`src/design/dsr_ram.sv`:
```
// simple dual-port synchronous ram, one write and one registered read port
module dsr_ram #(
  parameter int unsigned DEPTH = 16,
  parameter int unsigned WIDTH = 8,
  localparam int unsigned AW = (DEPTH > 1) ? $clog2(DEPTH) : 1
) (
  input  logic             clk_i,
  input  logic             we_i,
  input  logic [AW-1:0]    waddr_i,
  input  logic [WIDTH-1:0] wdata_i,
  input  logic             re_i,
  input  logic [AW-1:0]    raddr_i,
  output logic [WIDTH-1:0] rdata_o
);

  logic [WIDTH-1:0] mem [DEPTH];

  always_ff @(posedge clk_i) begin
    if (we_i) begin
      mem[waddr_i] <= wdata_i;
    end
  end

  always_ff @(posedge clk_i) begin
    if (re_i) begin
      rdata_o <= mem[raddr_i];
    end
  end

endmodule

```
`config.mk`:
```
export PLATFORM = sky130hd
export DESIGN_NAME = dsr_ram
export DESIGN_NICKNAME = d
export VERILOG_FILES = /design/src/design/dsr_ram.sv
export SDC_FILE = /design/constraint.sdc
export NUM_CORES = 1
export LEC_CHECK = 0
export BUFFER_PORTS_ARGS = -buffer_cell sky130_fd_sc_hd__buf_2
export CELL_PAD_IN_SITES_DETAIL_PLACEMENT = 1
export CELL_PAD_IN_SITES_GLOBAL_PLACEMENT = 2
export CORE_AREA = 2 2 118 120
export DETAILED_ROUTE_END_ITERATION = 16
export DIE_AREA = 0 0 120 122
export PLACE_DENSITY_LB_ADDON = 0.1
export SYNTH_ARGS = -nofsm -noshare
export SYNTH_HDL_FRONTEND = slang
export SYNTH_SLANG_ARGS = --single-unit
```
`constraint.sdc`:
```
create_clock -name clk_i -period 2.1 [get_ports clk_i]
set_clock_uncertainty 0.1 [all_clocks]
set_input_delay 0.21 -clock clk_i [delete_from_list [all_inputs] [get_ports clk_i]]
set_output_delay 0.21 -clock clk_i [all_outputs]
set_load 0.03 [all_outputs]
```
# Word level (Yosys, flattened, before mapping)
# Memory sizes are Yosys's and may differ from the RTL's. A register that Yosys moved wholly into a read port is not among the register bits.
# Cells that the tools add are included.
# classes
n_mux	2
# op_table
operator	count
$mux 1	2
# totals
register_bits	0
mem_bits_rw	128
inputBits	19
out_inout_bits	8
elab_cells	3
memories	1
# mem_list
name	depth	width	read_ports	rd_ports_with_merged_regs	write_ports	line_no	text
mem	16	8	1	1	1	16	logic [WIDTH-1:0] mem [DEPTH];

# Longest topological paths before layout
# Gate-level depths: netlist of run 1.
# logic_depth
ltp_word	2
ltp_mapped	5
mapped_depth_nobuf	3

# Worst setup path before layout of run 1
# OpenSTA, ideal clock, no wires.
# synth_timing
kind	input -> register
start	input waddr_i[2]
end	memory mem[0][0] (enable)
setup_ns	0.383
t_arrival_ns	1.320
required_ns	1.617
setup_slack_ns	0.297
path_stages	2
path_buffers	0
path_cell_list	or3b_2 nor3_1
# synth_lines
element	line_no	text
start, declared	9	input logic [AW-1:0] waddr_i,
end, declared	16	
# Straight into the memory's write port.

==> results of run 1 <==
## routing by layer
metal / vias up / global-route usage (%) / share of wire, %
li1: 1101 / - / -
met1: 1341 / 22.0 / 46
met2: 48 / 27.7 / 49
met3: 12 / 3.89 / 3.0
met4: 0 / 6.40 / 1.5
met5: - / 0 / 0
## path summary, 6_finish.rpt
| kind | end | slack, ns | cells after the start |
|---|---|---|---|
| worst min register to register | rdata_o[6] | 0.64 | 3 |
| worst max register to register | rdata_o[7] | 0.47 | 3 |
| worst min-delay path | rdata_o[2] | 0.08 | 1 |
| worst max-delay path | rdata_o[7] | 0.47 | 3 |
## registers in the layout (all words and copies together), names as in the netlist
| signal | count |
|---|---|
| rdata_o | 8 |
| mem | 128 |
## metrics by stage
stage	hold WS [ns]	power, W	std cells
after global routing	0.0845	0.00656	479
after floorplan	0.209	0.00331	229
after detailed placement	0.506	0.00346	448
final	0.0810	0.00637	479
after global placement	0.506	0.00345	448
after CTS	0.0722	0.00643	479
## layout make-up
cell class,count,area [um^2]
fillers,1241,7220
well taps,180,225
repair buffers,49,328
flip-flops and latches,136,4080
multi-input cells,83,1060
clock inverters,12,158
clock buffers,19,433
## cell families (layout without fill, tap and decap cells)
group / count (synthesis) / count (layout) / share of synthesized area (%)
buffers and inverters: 10 / 80 / 1.65
muxes: 32 / 32 / 14.8
AOI/OAI and AO/OA: 16 / 16 / 2.30
DFF: 136 / 136 / 78.1
and+or+nand+nor: 35 / 35 / 3.14
## cell usage after synthesis, types with 2 or more instances
| cell | count |
|---|---|
| mux4_2 | 18 |
| nand2b_1 | 2 |
| nor3_1 | 4 |
| clkdlybuf4s25_2 | 3 |
| a22oi_1 | 16 |
| buf_6 | 3 |
| buf_2 | 3 |
| mux4_1 | 14 |
| nor2_1 | 13 |
| nand2_1 | 9 |
| edfxtp_1 | 136 |
| nand3b_1 | 2 |
## worst reg2reg max path, cell delays in order, from the launching register on
cell and delay (ns):
edfxtp_1 0.36, mux4_2 0.49, a22oi_1 0.34, nand2_1 0.09
## power by group
part           switching [W]  total, W  internal, W
logic               0.000190  0.000315     0.000125
clock network        0.00102   0.00298      0.00195
registers          0.0000184   0.00308      0.00306
total                0.00123   0.00637      0.00514
## cells in the final DEF, fill, tap and decap left out
cell and instances:
mux4_2 18, clkbuf_16 17, clkinv_1 4, nor2_1 13, edfxtp_1 136, buf_4 21, clkinvlp_4 1, nand2_1 9
or3b_2 1, clkinv_2 3, nand3b_1 2, and2_1 1, and2b_1 1, mux4_1 14, buf_12 2, nor3_1 4
nand3_1 1, clkbuf_1 2, buf_2 26, bufinv_16 4, nand2b_1 2, a22oi_1 16, nor2b_1 1
==> out/summary.txt, run 1 <==
Status - finished, final reports clean
Startpoint Class - flip-flop
DRT Pass-1 Iters - 4
Gr ovfl total - 0
Setup WS post-layout - 0.471 ns
TritonCTS clock tree - yes
Seq/Total Area, Yosys - 78.1%
Most used DFF post-synth - edfxtp_1
Crit share post-route - 77.6%
Synth warnings - 0
Critical Path Fanout Max - 1
Synth Area per Inst - 22.8 um^2
Initial DRC count - 211
Post-layout util - 46.5%
Crit path capture type - flip-flop
CP required - 2.15 ns
Die Wd - 120 um
Vias in the first global route - 2689
Ratio of cells with drive above 1 in the final layout - 31.1%
VDD IR max - 521 uV
Routed len/inst - 23.3 um
Yosys top cell area share - 78.1%
Die Span Y - 122 um
Launching point of the worst reg2reg path - mem[3][7]
Largest net degree at the start of global routing - 17
Worst skew pair latency - 0.41 ns
Ant diodes - 0
Core area - 13500 um^2
Fin area - 6280 um^2
DRC - 0
Critical-path cell list - mux4_2 -> a22oi_1 -> nand2_1
Area leader, netlist - edfxtp_1
LEAKAGE - 2.13 nW
Top-Level Pins - 27
Maxcap violations - 0
CTS Sinks - 136
Pins Over Slew Limit - 0
Post-CTS setup buffer count - 0
Cell row count - 43
Worst Max-Slew Pin Slew - 0.437 ns
Clock Pin Slew Worst Setup and Hold Paths - 0.06 ns
Via count - 2502
Pwr Density - 1010 nW/um^2
CTS Buf Count - 17
CP bufs+invs - 0
Fmax achieved - 614 MHz
Setup CP Type - flip-flop to flip-flop
Mapped cell area - 5230 um^2
Port Buffers - 26
Synth Instances - 229
Worst Hold Class - primary input to flip-flop
Post-Place Worst Slack - 0.132 ns
First-pass GRT wire length - 16900 um
Final nets - 306
Hold Fails Final Rpt - 0
Number of H-tree levels - 4
Critical-path top delay cell - mux4_2
GP Congestion - 0.738
Global Route Usage Sum - 16.9%
Worst Hold Launch - re_i
Crit-path max cell delay - 0.49 ns
Hold-fix buffers, CTS - 0
Slew Limit Headroom - 70.9%
Post-synth ARST share - 0%
Post-cts resize count - 0
Synth cell types - 18
Wirelength, routed - 11100 um
Critical Path AT - 1.68 ns
Routed vias/inst - 5.22
Synth top area cells - edfxtp_1 (78%), mux4_2 (7.8%), mux4_1 (7.0%), a22oi_1 (2.3%), nor2_1 (0.93%)
Post-DP HPWL - 7400 um
Max Root-Sink Buffers - 2
EDFF count, synth - 136
CP top delay family - multiplexers
Crit path time final - 1.63 ns
Initial antenna violation count - 0
Die area - 14600 um^2
Initial core utilization - 38.7%
Area Overhead vs Synth - 20.2%
DP Area - 5690 um^2
Worst Setup SP - mem[3][7]
Root buffer cell - clkbuf_16
Synthesis-stage register bit count - 136
Final setup violation count - 0
ANT nets after route - 0
RSZ-0062 raised after global routing - false
Setup TNS Final - 0 ns
Post-synthesis net count - 248
(Power assumes the default switching activity.)
==> run 2: changes to the inputs <==
==> constraint.sdc (replaced) <==
create_clock -name clk_i -period 1.4 [get_ports clk_i]
set_clock_uncertainty 0.1 [all_clocks]
set_input_delay 0.14 -clock clk_i [delete_from_list [all_inputs] [get_ports clk_i]]
set_output_delay 0.14 -clock clk_i [all_outputs]
set_load 0.03 [all_outputs]
==> run 2 against run 1 <==
Against the previous run:
- the flow now finishes with violations (negative setup slack)
- flip-flop and latch count is the same
- power grew 39%
- worst setup slack lost 0.63 ns
- register-to-register slack lost 0.63 ns
- sequential power grew 50%
- critical path type unchanged
==> out/summary.txt, run 2 (synthesis results as in run 1) <==
Startpoint Class - flip-flop
Crit share post-route - 111%
Critical-path top delay cell - mux4_2
DRT Pass-1 Iters - 4
LEAKAGE - 2.11 nW
Crit path time final - 1.56 ns
Total power - 0.00885 W
Max Root-Sink Buffers - 2
Global Route Usage Sum - 17.0%
Largest net degree at the start of global routing - 18
CTS Buf Count - 17
Status - complete, but fails checks
Pwr Density - 1400 nW/um^2
Post-layout util - 46.8%
Final nets - 320
Area Overhead vs Synth - 20.9%
Setup WS post-layout - -0.158 ns
Most common cell after layout, fill and taps aside - edfxtp_1
Top-Level Pins - 27
VDD IR max - 821 uV
First-pass GRT wire length - 17100 um
Initial antenna violation count - 0
Critical-path cell list - mux4_2 -> a22oi_2 -> nand2_1
Logic pwr share - 6.0%
Post-Place Worst Slack - -0.504 ns
Vias in the first global route - 2743
Fmax achieved - 642 MHz
Die area - 14600 um^2
GP Congestion - 0.720
Clock share of power - 41.8%
Wirelength, routed - 11200 um
Worst Max-Slew Pin Slew - 1.02 ns
Ratio of cells with drive above 1 in the final layout - 41.0%
Pins Over Slew Limit - 0
CTS Sinks - 136
Initial DRC count - 188
ANT nets after route - 0
Gr ovfl total - 0
Crit-path max cell delay - 0.49 ns
Largest Register - mem
Core area - 13500 um^2
Initial core utilization - 38.7%
Maxcap violations - 0
Final setup violation count - 8
Die Span Y - 122 um
Routed vias/inst - 5.08
RSZ-0062 raised after global routing - true
Cell row count - 43
Hold Fails Final Rpt - 0
Slew Limit Headroom - 31.6%
Routed len/inst - 22.8 um
Die Wd - 120 um
Root buffer cell - clkbuf_16
TritonCTS clock tree - yes
Worst Hold Class - primary input to flip-flop
Failing checks - negative setup slack
Net Sw Frac - 20.7%
Clock Pin Slew Worst Setup and Hold Paths - 0.05 ns
CP required - 1.46 ns
Post-CTS setup buffer count - 0
Critical Path Fanout Max - 1
Int Power - 0.00702 W
Crit path capture type - flip-flop
DRC - 0
Post-DP HPWL - 7520 um
R2r setup slk - -0.16 ns
Critical Path AT - 1.62 ns
Most frequent cells in the layout - edfxtp_1 (136), mux4_2 (32), buf_4 (32), buf_2 (26), clkbuf_16 (17)
Max reg flops - 128
Ant diodes - 0
Number of H-tree levels - 4
Via count - 2500
Top Registers - mem (128), rdata_o (8)
Flop pwr share - 52.2%
Port Buffers - 26
Setup CP Type - flip-flop to flip-flop
P_sw - 0.00183 W
Worst skew pair latency - 0.41 ns
==> run 2: cell count changes in the layout (fill, tap and decap cells not counted), moves of 4 or more <==
| cell | before | now |
|---|---|---|
| bufinv_16 | 4 | 0 |
| clkbuf_1 | 2 | 6 |
| buf_4 | 21 | 32 |
| mux4_2 | 18 | 32 |
| a22oi_1 | 16 | 8 |
| mux4_1 | 14 | 0 |
| a22oi_2 | 0 | 8 |
==> run 2: power groups by stage <==
| stage | clock network, W | logic, W | registers, W |
|---|---|---|---|
| finish | 0.00370 | 0.000529 | 0.00462 |
| global route | 0.00396 | 0.000574 | 0.00462 |
| CTS | 0.00378 | 0.000541 | 0.00462 |
| detailed placement | 0 | 0.000529 | 0.00470 |
| global placement | 0 | 0.000517 | 0.00470 |
| floorplan | 0 | 0.000253 | 0.00473 |
==> run 2: metrics by stage <==
stage / TNS (ns) / hold WS (ns) / instance area [um^2] / cells
floorplan: -3.57 / 0.139 / 5230 / 229
global placement: -6.79 / 0.436 / 5810 / 463
detailed placement: -8.59 / 0.447 / 5810 / 463
CTS: -0.886 / 0.00596 / 6310 / 492
global route: -1.23 / 0.0159 / 6320 / 492
finish: -0.853 / 0.0108 / 6320 / 492
==> run 2: layout make-up <==
| cell class | count | area (um^2) |
|---|---|---|
| fill | 1276 | 7190 |
| sequential | 136 | 4080 |
| multi-input combinational | 83 | 1060 |
| timing repair buffer | 63 | 470 |
| clock buffer | 23 | 448 |
| tap | 180 | 225 |
| clock inverter | 7 | 31.3 |
==> run 2: worst paths after layout <==
kind | depth (start not counted) | from | to
max | 3 | mem[3][2] | rdata_o[2]
max reg2reg | 3 | mem[3][2] | rdata_o[2]
min reg2reg | 3 | mem[15][7] | rdata_o[7]
min | 1 | wdata_i[0] | mem[11][0]
==> run 2: critical path: cells and delay by family, from the launching register on <==
family,cells,cell delay (ns)
muxes,1,0.49
and+or+nand+nor,1,0.08
DFF,1,0.36
AOI/OAI and AO/OA,1,0.27
==> run 2: timing repair <==
| item | 4_1_cts | 5_1_grt |
|---|---|---|
| pin swaps | 3 | 3 |
| setup endpoints to repair | 8 | 8 |
| hold buffers | 0 | 0 |
| resized for setup | 8 | 1 |
==> run 2: per-layer routing <==
layer	routed length, um	GRT usage (%)	part of all wire (%)
met5	0	0	0
met4	167	6.62	1.5
met3	384	4.07	3.4
met2	5440	26.3	49
met1	5220	23.3	47
